**config.mk**
```make
export PLATFORM = sky130hd
export DESIGN_NAME = rotated_rgb444_scanline_packer
export DESIGN_NICKNAME = d
export VERILOG_FILES = /design/src/rrsp_pkg.sv /design/src/rotated_rgb444_scanline_packer.sv
export SDC_FILE = /design/constraint.sdc
export NUM_CORES = 1
export LEC_CHECK = 0
export BUFFER_PORTS_ARGS = -buffer_cell sky130_fd_sc_hd__buf_2
export CAP_MARGIN = 0
export CORE_MARGIN = 5
export CORE_UTILIZATION = 61
export DETAILED_ROUTE_END_ITERATION = 7
export GPL_ROUTABILITY_DRIVEN = 1
export PLACE_DENSITY = 0.82
export SLEW_MARGIN = 10
export SYNTH_ARGS = -nofsm -noshare
export SYNTH_HDL_FRONTEND = slang
export SYNTH_SLANG_ARGS = --single-unit
```
**constraint.sdc**
```tcl
create_clock -name clk_i -period 14.9 [get_ports clk_i]
set_input_delay 0 -clock clk_i [delete_from_list [all_inputs] [get_ports clk_i]]
set_output_delay 0 -clock clk_i [all_outputs]
set_load 0.1 [all_outputs]
```
**src/rrsp_pkg.sv**
```systemverilog
// Shared constants and types for the rotated RGB444 scanline packer.
package rrsp_pkg;

  // Panel geometry in pixels, as the framebuffer is read in rotated order.
  localparam int unsigned Width  = 224;
  localparam int unsigned Height = 240;

  // Counter and address widths.
  localparam int unsigned ColW  = 10;
  localparam int unsigned LineW = 10;
  localparam int unsigned AddrW = 20;

  // Stream payload widths.
  localparam int unsigned PixW   = 16;
  localparam int unsigned ByteW  = 8;
  localparam int unsigned OutDataW = 32;
  localparam int unsigned OutUserW = 2;

  // Result queue depth: one pending byte plus the two bytes of an odd pixel.
  localparam int unsigned QDepth = 3;
  localparam int unsigned QCntW  = 2;

  // One queued result byte with its side information.
  typedef struct packed {
    logic [AddrW-1:0] next_read_address;
    logic             frame_end;
    logic             line_end;
    logic             last_of_item;
    logic [ByteW-1:0] out_byte;
  } res_t;

endpackage

```
**src/rotated_rgb444_scanline_packer.sv**
```systemverilog
// Top level of the rotated RGB565 to RGB444 scanline packer.
//
//  Channel  Dir  tdata (low bit up)                    tuser / tlast
//  s_axis   in   pixel_color[15:0]                     -
//  m_axis   out  out_byte[7:0], next_read_address      tuser: last_of_item, frame_end;
//                [27:8], zero [31:28]                   tlast: line_end
//
// An accepted pixel writes its bytes into a three-entry result queue at
// the same clock edge, so an even pixel adds one byte and an odd one two.
// The output port moves one byte per cycle while m_axis_tready_i is high,
// and every two pixels make three bytes for it to send.
// Reset clears the counters, the held blue nibble and the queue.
// The input is stalled only when the queue lacks room for this pixel's bytes.
module rotated_rgb444_scanline_packer (
  input  logic                               clk_i,
  input  logic                               rst_ni,
  input  logic                               s_axis_tvalid_i,
  output logic                               s_axis_tready_o,
  input  logic [rrsp_pkg::PixW-1:0]          s_axis_tdata_i,   // pixel_color[15:0]
  output logic                               m_axis_tvalid_o,
  input  logic                               m_axis_tready_i,
  output logic [rrsp_pkg::OutDataW-1:0]      m_axis_tdata_o,   // out_byte, next_read_address
  output logic [rrsp_pkg::OutUserW-1:0]      m_axis_tuser_o,   // last_of_item, frame_end
  output logic                               m_axis_tlast_o    // line_end
);

  // Scan state.
  logic [rrsp_pkg::ColW-1:0]  col_q, col_d;
  logic [rrsp_pkg::LineW-1:0] line_q, line_d;
  logic                       phase_q, phase_d;
  logic [3:0]                 blue_q, blue_d;

  // Result queue, head at entry zero.
  rrsp_pkg::res_t             ent_q [rrsp_pkg::QDepth];
  rrsp_pkg::res_t             ent_d [rrsp_pkg::QDepth];
  logic [rrsp_pkg::QCntW-1:0] cnt_q, cnt_d, cnt_mid;

  logic                       push, pop;
  logic [rrsp_pkg::QCntW-1:0] n_new;

  // Colour reduction and address terms.
  logic [3:0]                 red4, green4, blue4;
  logic                       at_line_end, at_frame_end;
  logic [rrsp_pkg::ColW-1:0]  col_rev;
  logic [rrsp_pkg::LineW-1:0] line_rev;
  logic [rrsp_pkg::AddrW-1:0] addr;
  rrsp_pkg::res_t             res0, res1;

  // Handshakes: an odd pixel needs room for two bytes, an even one for one.
  assign n_new           = phase_q ? rrsp_pkg::QCntW'(2) : rrsp_pkg::QCntW'(1);
  assign s_axis_tready_o = ({1'b0, cnt_q} + {1'b0, n_new}) <=
                           (rrsp_pkg::QCntW + 1)'(rrsp_pkg::QDepth);
  assign m_axis_tvalid_o = cnt_q != '0;
  assign push            = s_axis_tvalid_i & s_axis_tready_o;
  assign pop             = m_axis_tvalid_o & m_axis_tready_i;

  // Keep the top four bits of each colour.
  assign red4   = s_axis_tdata_i[15:12];
  assign green4 = s_axis_tdata_i[10:7];
  assign blue4  = s_axis_tdata_i[4:1];

  assign at_line_end  = col_q >= rrsp_pkg::ColW'(rrsp_pkg::Width - 1);
  assign at_frame_end = at_line_end && (line_q >= rrsp_pkg::LineW'(rrsp_pkg::Height - 1));

  // Counter update for the pixel being accepted.
  always_comb begin
    col_d   = col_q;
    line_d  = line_q;
    phase_d = phase_q;
    blue_d  = blue_q;
    if (push) begin
      if (at_line_end) begin
        col_d   = '0;
        phase_d = 1'b0;
        line_d  = at_frame_end ? '0 : line_q + 1'b1;
      end else begin
        col_d   = col_q + 1'b1;
        phase_d = ~phase_q;
      end
      // An even pixel holds its blue nibble unless it closes the line.
      if (!phase_q && !at_line_end) begin
        blue_d = blue4;
      end else begin
        blue_d = '0;
      end
    end
  end

  // Read address of the pixel expected next, from the updated counters.
  assign col_rev  = rrsp_pkg::ColW'(rrsp_pkg::Width - 1) - col_d;
  assign line_rev = rrsp_pkg::LineW'(rrsp_pkg::Height - 1) - line_d;
  assign addr     = rrsp_pkg::AddrW'(col_rev) * rrsp_pkg::AddrW'(rrsp_pkg::Height)
                  + rrsp_pkg::AddrW'(line_rev);

  // Bytes this pixel produces.
  always_comb begin
    res0 = '0;
    res1 = '0;
    res0.next_read_address = addr;
    res1.next_read_address = addr;
    if (!phase_q) begin
      res0.out_byte     = {red4, green4};
      res0.last_of_item = 1'b1;
      res0.line_end     = at_line_end;
      res0.frame_end    = at_frame_end;
    end else begin
      res0.out_byte     = {blue_q, red4};
      res1.out_byte     = {green4, blue4};
      res1.last_of_item = 1'b1;
      res1.line_end     = at_line_end;
      res1.frame_end    = at_frame_end;
    end
  end

  // Queue update: pop the head, then append the new bytes behind what remains.
  always_comb begin
    cnt_mid = cnt_q - rrsp_pkg::QCntW'(pop);
    for (int i = 0; i < rrsp_pkg::QDepth; i++) begin
      ent_d[i] = ent_q[i];
    end
    if (pop) begin
      for (int i = 0; i < rrsp_pkg::QDepth - 1; i++) begin
        ent_d[i] = ent_q[i+1];
      end
    end
    for (int i = 0; i < rrsp_pkg::QDepth; i++) begin
      if (push && (rrsp_pkg::QCntW'(i) == cnt_mid)) begin
        ent_d[i] = res0;
      end
      if (push && phase_q && (rrsp_pkg::QCntW'(i) == cnt_mid + 1'b1)) begin
        ent_d[i] = res1;
      end
    end
    cnt_d = cnt_mid + (push ? n_new : '0);
  end

  // Control state.
  always_ff @(posedge clk_i or negedge rst_ni) begin
    if (!rst_ni) begin
      col_q   <= '0;
      line_q  <= '0;
      phase_q <= 1'b0;
      blue_q  <= '0;
      cnt_q   <= '0;
    end else begin
      col_q   <= col_d;
      line_q  <= line_d;
      phase_q <= phase_d;
      blue_q  <= blue_d;
      cnt_q   <= cnt_d;
    end
  end

  // Queue payload.
  always_ff @(posedge clk_i) begin
    for (int i = 0; i < rrsp_pkg::QDepth; i++) begin
      ent_q[i] <= ent_d[i];
    end
  end

  // Output port from the queue head.
  assign m_axis_tdata_o = {{(rrsp_pkg::OutDataW - rrsp_pkg::AddrW - rrsp_pkg::ByteW){1'b0}},
                           ent_q[0].next_read_address, ent_q[0].out_byte};
  assign m_axis_tuser_o = {ent_q[0].frame_end, ent_q[0].last_of_item};
  assign m_axis_tlast_o = ent_q[0].line_end;

  // The queue never holds more than its depth.
  assert property (@(posedge clk_i) disable iff (!rst_ni)
    cnt_q <= rrsp_pkg::QCntW'(rrsp_pkg::QDepth))
    else $error("result queue overfilled");

  // The pair phase always matches the parity of the column.
  assert property (@(posedge clk_i) disable iff (!rst_ni)
    phase_q == col_q[0])
    else $error("pair phase out of step with column");

  // Counters stay inside the frame.
  assert property (@(posedge clk_i) disable iff (!rst_ni)
    (col_q < rrsp_pkg::ColW'(rrsp_pkg::Width)) &&
    (line_q < rrsp_pkg::LineW'(rrsp_pkg::Height)))
    else $error("scan counter out of range");

  // A pixel that closes the frame returns the scan to the first pixel.
  assert property (@(posedge clk_i) disable iff (!rst_ni)
    (push && at_frame_end) |=> (col_q == '0) && (line_q == '0) && !phase_q)
    else $error("frame wrap missed");

  // No blue nibble is left pending at the start of a line.
  assert property (@(posedge clk_i) disable iff (!rst_ni)
    (push && at_line_end) |=> (blue_q == '0))
    else $error("blue nibble carried across a line");

endmodule
```
# == Word level (Yosys, flattened, before mapping) ==
# Memories as Yosys holds them, arrays and structs flattened.
# Cells that the tools add are included.
# word_totals
regBits,27
ramBits,93
inputBits,20
out_inout_bits,37
wordCells,59
n_memories,1
# mem_list
memory,depth,width,read_ports,rd_ports_with_merged_regs,write_ports,line,rtl
ent_q,3,31,3,0,3,rotated_rgb444_scanline_packer.sv:34,rrsp_pkg::res_t ent_q [rrsp_pkg::QDepth];
# op_classes
addsub,9
multipliers,1
n_lt_le_gt_ge,3
n_eq_ne,4
mux,19
n_bitwise,3
n_reduce_logical,14
# op_table
cell,count
$mux W31,6
$mux W62,1
$mux W10,5
$add A10 B1 Y10 const B,2
$ge A10 B8 Y1 const B,2
$sub A8 B10 Y10 const A,2
$add A18 B10 Y19,1
$mul A10 B4 Y14 const B,1
$mux W11,1
$logic_and A1 B1 Y1,9
$mux W8,1
$eq A1 B2 Y1 const A,2
$eq A2 B2 Y1 const A,2
$logic_not A2 Y1,2
$mux W2,2
$mux W4,1
$add A2 B2 Y3,1
$le A3 B2 Y1 const B,1
$mux W3,1
$add A2 B1 Y2 const B,1
$add A2 B2 Y2,1
$and A1 B1 Y1,2
$logic_not A1 Y1,2
$reduce_bool A2 Y1,1
3 further kinds,3

# == Depth between registers and ports, before layout ==
# Gate-level depths: netlist of run 1.
# logic_depth
ltp_word,10
mapped_depth,24
mapped_depth_nobuf,24

# == Least setup slack after synthesis of run 1 ==
# No wires, ideal clock.
# synth_path
path_type,register to register
startpoint,reg phase_q
endpoint,mem ent_q[0][29] in the netlist's numbering (data pin)
arrival_time_ns,5.585
required_time_ns,14.755
setup_slack_ns,9.170
stages_incl_launch_ff,23
n_path_buf,1
path_cell_list,dfrtp_1 inv_1 ha_1 fa_1 nor2b_1 clkbuf_1 nand4_1 xor2_1 nor2_1 inv_1 fa_1 inv_1 fa_1 inv_1 ha_1 and3_1 a221o_1 a21o_1 nor3_2 nor4b_2 inv_1 or4_4 o21ai_1
# synth_lines
item,line,rtl
from (decl),rotated_rgb444_scanline_packer.sv:30,"logic phase_q, phase_d;"
from (signal assigned),rotated_rgb444_scanline_packer.sv:148,phase_q <= phase_d;
to (decl),rotated_rgb444_scanline_packer.sv:34,

==> results of run 1 <==
-- metrics by stage --
| step | hold WS, ns | util (%) | std cells | setup slack (ns) | instance area, um^2 |
|---|---|---|---|---|---|
| 6_report | 0.0610 | 68.9 | 886 | 8.07 | 7830 |
| 5_1_grt | 0.0799 | 68.9 | 886 | 7.78 | 7830 |
| 4_1_cts | 0.0490 | 68.9 | 886 | 8.09 | 7830 |
| 3_5_place_dp | 0.0489 | 63.1 | 845 | 8.13 | 7180 |
| 3_3_place_gp | 0.0433 | 63.1 | 845 | 8.23 | 7180 |
| 2_1_floorplan | -0.296 | - | 702 | 9.17 | 7040 |
-- registers in the layout, summed over array words and instances, names as in the netlist --
name and count:
col_q 10, blue_q 4, line_q 10, ent_q 90, cnt_q 2, phase_q 1
-- cell usage in the layout, fill, tap and decap left out, drive strengths merged, types with 7 or more instances in the layout --
master,Yosys,layout
a21oi,34,34
a221o,9,9
a221oi,9,9
a31oi,7,7
buf,37,56
clkbuf,19,18
dfrtp,27,27
dlygate4sd3,0,9
edfxtp,90,90
fa,13,13
ha,30,30
inv,48,49
mux2i,10,10
nand2,103,103
nand3,18,18
nor2,91,91
nor3,13,13
o21ai,28,28
xnor2,23,23
xor2,16,16
-- metal layers --
| metal | share of wire, % | track usage [%] |
|---|---|---|
| met2 | 52 | 40.7 |
| met3 | 5.6 | 4.72 |
| met4 | 2.1 | 9.14 |
| met1 | 40 | 27.7 |
| met5 | 0 | 0 |
-- worst max-delay path, delay by kind of cell (launching register included) --
| kind | cells | cell delay, ns |
|---|---|---|
| adders and majority gates | 4 | 1.92 |
| xor gates and xnor gates | 1 | 0.25 |
| DFF | 1 | 0.38 |
| and+or+nand+nor | 7 | 2.59 |
| AOI/OAI and AO/OA | 3 | 0.92 |
| buffers and inverters | 5 | 0.55 |
-- worst min path at each step --
stage	from	endpoint	slack, ns
floorplan	rst_ni	blue_q[0]	-0.30
global placement	rst_ni	col_q[7]	0.04
detailed placement	rst_ni	col_q[5]	0.05
CTS	s_axis_tdata_i[15]	ent_q[0][69]	0.05
global route	s_axis_tdata_i[15]	ent_q[0][69]	0.08
finish	s_axis_tdata_i[15]	ent_q[0][69]	0.06
-- logic make-up after synthesis --
family	after synthesis	synth area share (%)
buffers and inverters	104	7.53
XOR/XNOR	39	4.86
AO/OA/AOI/OAI	118	11.4
AND/OR/NAND/NOR	260	16.5
other	1	0.0534
flip-flops	117	48.1
adder cells (fa/ha/maj)	44	9.19
multiplexers	15	2.33
-- area by class of cell --
cell class                      count  area [um^2]
Sequential cell                   117         3380
Fill cell                         765         3540
Clock inverter                     14          136
Clock buffer                       18          429
Timing Repair Buffer               65          393
Multi-Input combinational cell    481         3140
Tap cell                          143          179
Inverter                           48          183
==> qor.yml, run 1 <==
status:
  status: "finished clean"
clocking:
  clock_latency_ns: 0.41
  clock_path_buffers: 2
  cts.sinks: 117
  cts_tree: "yes"
  post_cts_buffers: 0
  cts_root_buffer: "clkbuf_16"
  htree_levels: 4
  cts-hold-fix-buffers: 9
  ctsResizeCount: 0
  clkSlewWorstSetupHoldPaths_ns: 0.05
  cts_buffers: 17
grt:
  grt_pass1_wl_um: 26300
  grt.total_usage_pct: 23.2
  antenna_found_initial: 0
  grt_pass1_vias: 5422
  overflow: 0
  grt_max_degree: 31
final_layout:
  area_delta_synth_final_pct: 11.5
  diodes: 0
  drive_gt1_share_pct: 14.8
  fin_nets: 793
synthesis:
  postSynthAreaPerCell_um2: 10.1
  yosys.area.top_type: "edfxtp_1"
  yosysMostFrequentCell: "nand2_1"
  synth-edff-count: 90
  synth_cells: 698
  synth_top_area_share_pct: 38.5
  yosysUniqueCellTypes: 65
  synthTopCellsByArea: "edfxtp_1 38%, dfrtp_1 9.6%, nand2_1 5.4%"
  synth_ff_type: "edfxtp_1"
  ys_async_sr_fraction_pct: 23.1
  yosys_register_bits: 117
  yosys-top-cells-count: "101 x nand2_1, 90 x edfxtp_1, 89 x nor2_1"
  ys_seq_area_share_pct: 48.1
  syn_area_mm2: 0.00702
  ys_warn_count: 0
die:
  coreArea_mm2: 0.0114
  io_pins: 57
  fp.dieW_um: 117
  die_h_um: 117
  die-area_mm2: 0.0138
  start_util_pct: 61.8
  num_rows: 39
worst_setup_path:
  r2r_end: "ent_q[0][29]"
  endpoint: "ent_q[0][29]"
  timing.rr.start: "phase_q"
  critPathKind: "reg -> reg"
  regToRegSetupSlack_ns: 8.07
  worstPathArrival_ns: 7.02
  crit_path_top_delay_cell: "nor2b_1"
  crit_path_max_incr_delay_ns: 0.80
  crit_path_frequent_cell: "inv_1"
  startpoint: "phase_q"
  crit_fanout: 30
  reg2reg_depth: 20
  crit_chain: "buf_4 -> fa_1 -> nor2b_1 -> nand4_1 -> xor2_1 -> nor2_1 -> inv_1 -> fa_1 -> inv_1 -> fa_1 -> inv_1 -> ha_1 -> and3_1 -> a221o_1 -> a21o_1 -> nor3_2 -> nor4b_2 -> inv_1 -> or4_4 -> o21ai_1"
  crit_required_ns: 15.09
  crit_path_end_kind: "flip-flop"
  crit_path_start_kind: "flip-flop"
routing:
  drc: 0
  postRouteAntennaNets: 0
  drt-initial-drc-count: 470
  via_per_inst: 5.92
  drtPass1Iterations: 5
  vias: 5242
  routed_wl_um: 15400
  post_drt_wl_per_cell_um: 17.4
timing:
  drv_slew: 0
  setup_violations: 0
  max_slew_margin_pct: 32.8
  finalCriticalPeriod_ns: 6.83
  rsz0062_at_grt: "false"
  tns_ns: 0
  hold_violations: 0
  worst-slew-pin-transition_ns: 1.01
  finClkSkew_ns: 0.00464
  fin_crit_sh_pct: 45.8
  clock.fmax_mhz: 146
placement:
  dpl.hpwl_um: 10500
  gp_congestion: 0.849
  port_buffers: 47
min_path:
  holdPathStages: 3
  hold_path.class: "in -> reg"
flow_run:
  max_cap_viol_count: 0
Power of run 1 is not shown: default switching activity piles up to over one toggle a cycle in this logic, so the estimate is an artifact.
==> run 2, diff against run 1 <==
--- a/config.mk
+++ b/config.mk
@@ -8,10 +8,10 @@
 export BUFFER_PORTS_ARGS = -buffer_cell sky130_fd_sc_hd__buf_2
 export CAP_MARGIN = 0
 export CORE_MARGIN = 5
-export CORE_UTILIZATION = 61
+export CORE_UTILIZATION = 55
 export DETAILED_ROUTE_END_ITERATION = 7
 export GPL_ROUTABILITY_DRIVEN = 1
-export PLACE_DENSITY = 0.82
+export PLACE_DENSITY = 0.78
 export SLEW_MARGIN = 10
 export SYNTH_ARGS = -nofsm -noshare
 export SYNTH_HDL_FRONTEND = slang
==> constraint.sdc (replaced) <==
create_clock -name clk_i -period 5.7 [get_ports clk_i]
set_input_delay 0 -clock clk_i [delete_from_list [all_inputs] [get_ports clk_i]]
set_output_delay 0 -clock clk_i [all_outputs]
set_load 0.1 [all_outputs]
==> qor.yml, run 2 (same netlist as run 1, synthesis figures left out) <==
status:
  status: "finished clean"
placement:
  port_buffers: 47  # unchanged
  dpl.hpwl_um: 10500  # -0.35%
  dpl.cell_count: 898  # +6.3%
  gp_congestion: 0.856  # +0.87%
clocking:
  cts_tree: "yes"
  cts_buffers: 17  # unchanged
  htree_levels: 4  # unchanged
  clock_latency_ns: 0.40  # about the same
  clock_path_buffers: 2  # unchanged
  cts.sinks: 117  # unchanged
  clkSlewWorstSetupHoldPaths_ns: 0.06  # about the same
  cts_root_buffer: "clkbuf_16"
grt:
  grt_pass1_vias: 5356  # -1.2%
  grt_max_degree: 31  # unchanged
  antenna_found_initial: 0  # unchanged
  grt_pass1_wl_um: 25200  # -3.9%
  overflow: 0  # unchanged
  grt.total_usage_pct: 21.3  # -1.9 points
timing:
  finClkSkew_ns: 0.00806  # +0.00342 ns
  worst-slew-pin-transition_ns: 0.828  # -0.178 ns
  finalCriticalPeriod_ns: 5.60  # -1.22 ns
  drv_slew: 0  # unchanged
  setup_violations: 0  # unchanged
  clock.fmax_mhz: 178  # +22%
  hold_violations: 0  # unchanged
  max_slew_margin_pct: 44.6  # +12 points
  fin_crit_sh_pct: 98.3  # +53 points
worst_setup_path:
  startpoint: "phase_q"
  crit_path_end_kind: "flip-flop"
  critPathKind: "reg -> reg"
  crit_path_start_kind: "flip-flop"
  timing.rr.start: "phase_q"
  crit_fanout: 4  # -87%
  worstPathArrival_ns: 5.86  # -1.16 ns
  crit_required_ns: 5.95  # -9.14 ns
routing:
  drtPass1Iterations: 5  # unchanged
  drt-initial-drc-count: 435  # -7.4%
  via_per_inst: 5.55  # -6.2%
  postRouteAntennaNets: 0  # unchanged
  drc: 0  # unchanged
  post_drt_wl_per_cell_um: 16.3  # -6.3%
  routed_wl_um: 15500  # +0.34%
  vias: 5269  # +0.52%
final_layout:
  area_delta_synth_final_pct: 18.9
  layoutNonFillerInstCount: 949  # +7.1%
  fillers: 878  # +15%
  drive_gt1_share_pct: 21.9  # +7.1 points
  top_register: "ent_q"
  diodes: 0  # unchanged
  layout_commonest_cell: "nand2_1"
  largest_register_ff_count: 90  # unchanged
  final_cell_mix: "100 x nand2_1, 90 x edfxtp_1, 87 x nor2_1"
  reg_top3: "ent_q x90, col_q x10, line_q x10"
  fin_nets: 828  # +4.4%
die:
  coreArea_mm2: 0.0126  # +11%
  die_h_um: 123  # +4.9%
  num_rows: 41  # +5.1%
  start_util_pct: 55.9  # -5.9 points
  die-area_mm2: 0.0151  # +10%
  io_pins: 57  # unchanged
  fp.dieW_um: 123  # +4.9%
flow_run:
  max_cap_viol_count: 0  # unchanged
min_path:
  hold_path.class: "in -> reg"
  min_from: "s_axis_tdata_i[12]"
==> run 2: layout make-up <==
class / count / area, um^2 / share of cell area, %
Sequential cell: 117 / 3380 / 40.4
Multi-Input combinational cell: 481 / 3310 / 39.6
Timing Repair Buffer: 100 / 656 / 7.85
Clock buffer: 17 / 425 / 5.09
Tap cell: 172 / 215 / 2.58
Clock inverter: 14 / 186 / 2.23
Inverter: 48 / 183 / 2.19
==> run 2: worst paths after layout <==
kind / endpoint / slack (ns) / cells after the start
worst max register to register: ent_q[0][60] / 0.1 / 22
max in group asynchronous: blue_q[0] / 5.11 / 2
worst max-delay path: ent_q[0][60] / 0.1 / 22
min in group asynchronous: col_q[6] / 0.16 / 2
worst min register to register: blue_q[2] / 0.49 / 2
worst min-delay path: ent_q[0][66] / 0.04 / 3
==> run 2: timing repair <==
item,in CTS,in global routing
pin swaps,0,10
buffers inserted,2,9
hold buffers,9,0
endpoints found under the setup margin,10,15
hold endpoints to repair,46,0
gates resized for setup,2,33
==> run 2: layer usage <==
metal,global-route usage [%],part of all wire [%],up-vias
met5,0,0,-
met4,7.13,1.6,0
met3,4.48,5.9,22
met2,38.6,52,181
met1,25.1,41,2530
li1,-,-,2536
==> run 2: worst max-delay path, cell delays in order, from the launching register on <==
cell      delay [ns]
dfrtp_1         0.35
inv_1           0.06
ha_1            0.21
fa_2            0.40
nand2b_2        0.22
or2_1           0.27
nor2_1          0.14
xnor2_1         0.11
nor2_2          0.19
ha_1            0.26
xor2_2          0.19
inv_1           0.08
fa_1            0.54
inv_1           0.05
ha_1            0.30
buf_4           0.16
a221o_1         0.44
a21o_1          0.22
nor3_2          0.18
nor4b_4         0.27
inv_1           0.07
or4_4           0.58
o21ai_2         0.17
==> run 2: per-stage QoR <==
stage / setup WS, ns / setup TNS [ns] / util [%] / instance area [um^2] / hold slack (ns)
floorplan: 0.0462 / 0 / - / 7040 / -0.296
global placement: 0.143 / 0 / 58.8 / 7390 / 0.0454
detailed placement: -0.0964 / -0.254 / 58.8 / 7390 / 0.0622
CTS: 0.00316 / 0 / 64.6 / 8120 / 0.0371
global route: -0.0689 / -0.228 / 66.5 / 8350 / 0.0620
finish: 0.0958 / 0 / 66.5 / 8350 / 0.0406
Power of run 2 is left out for the same reason.
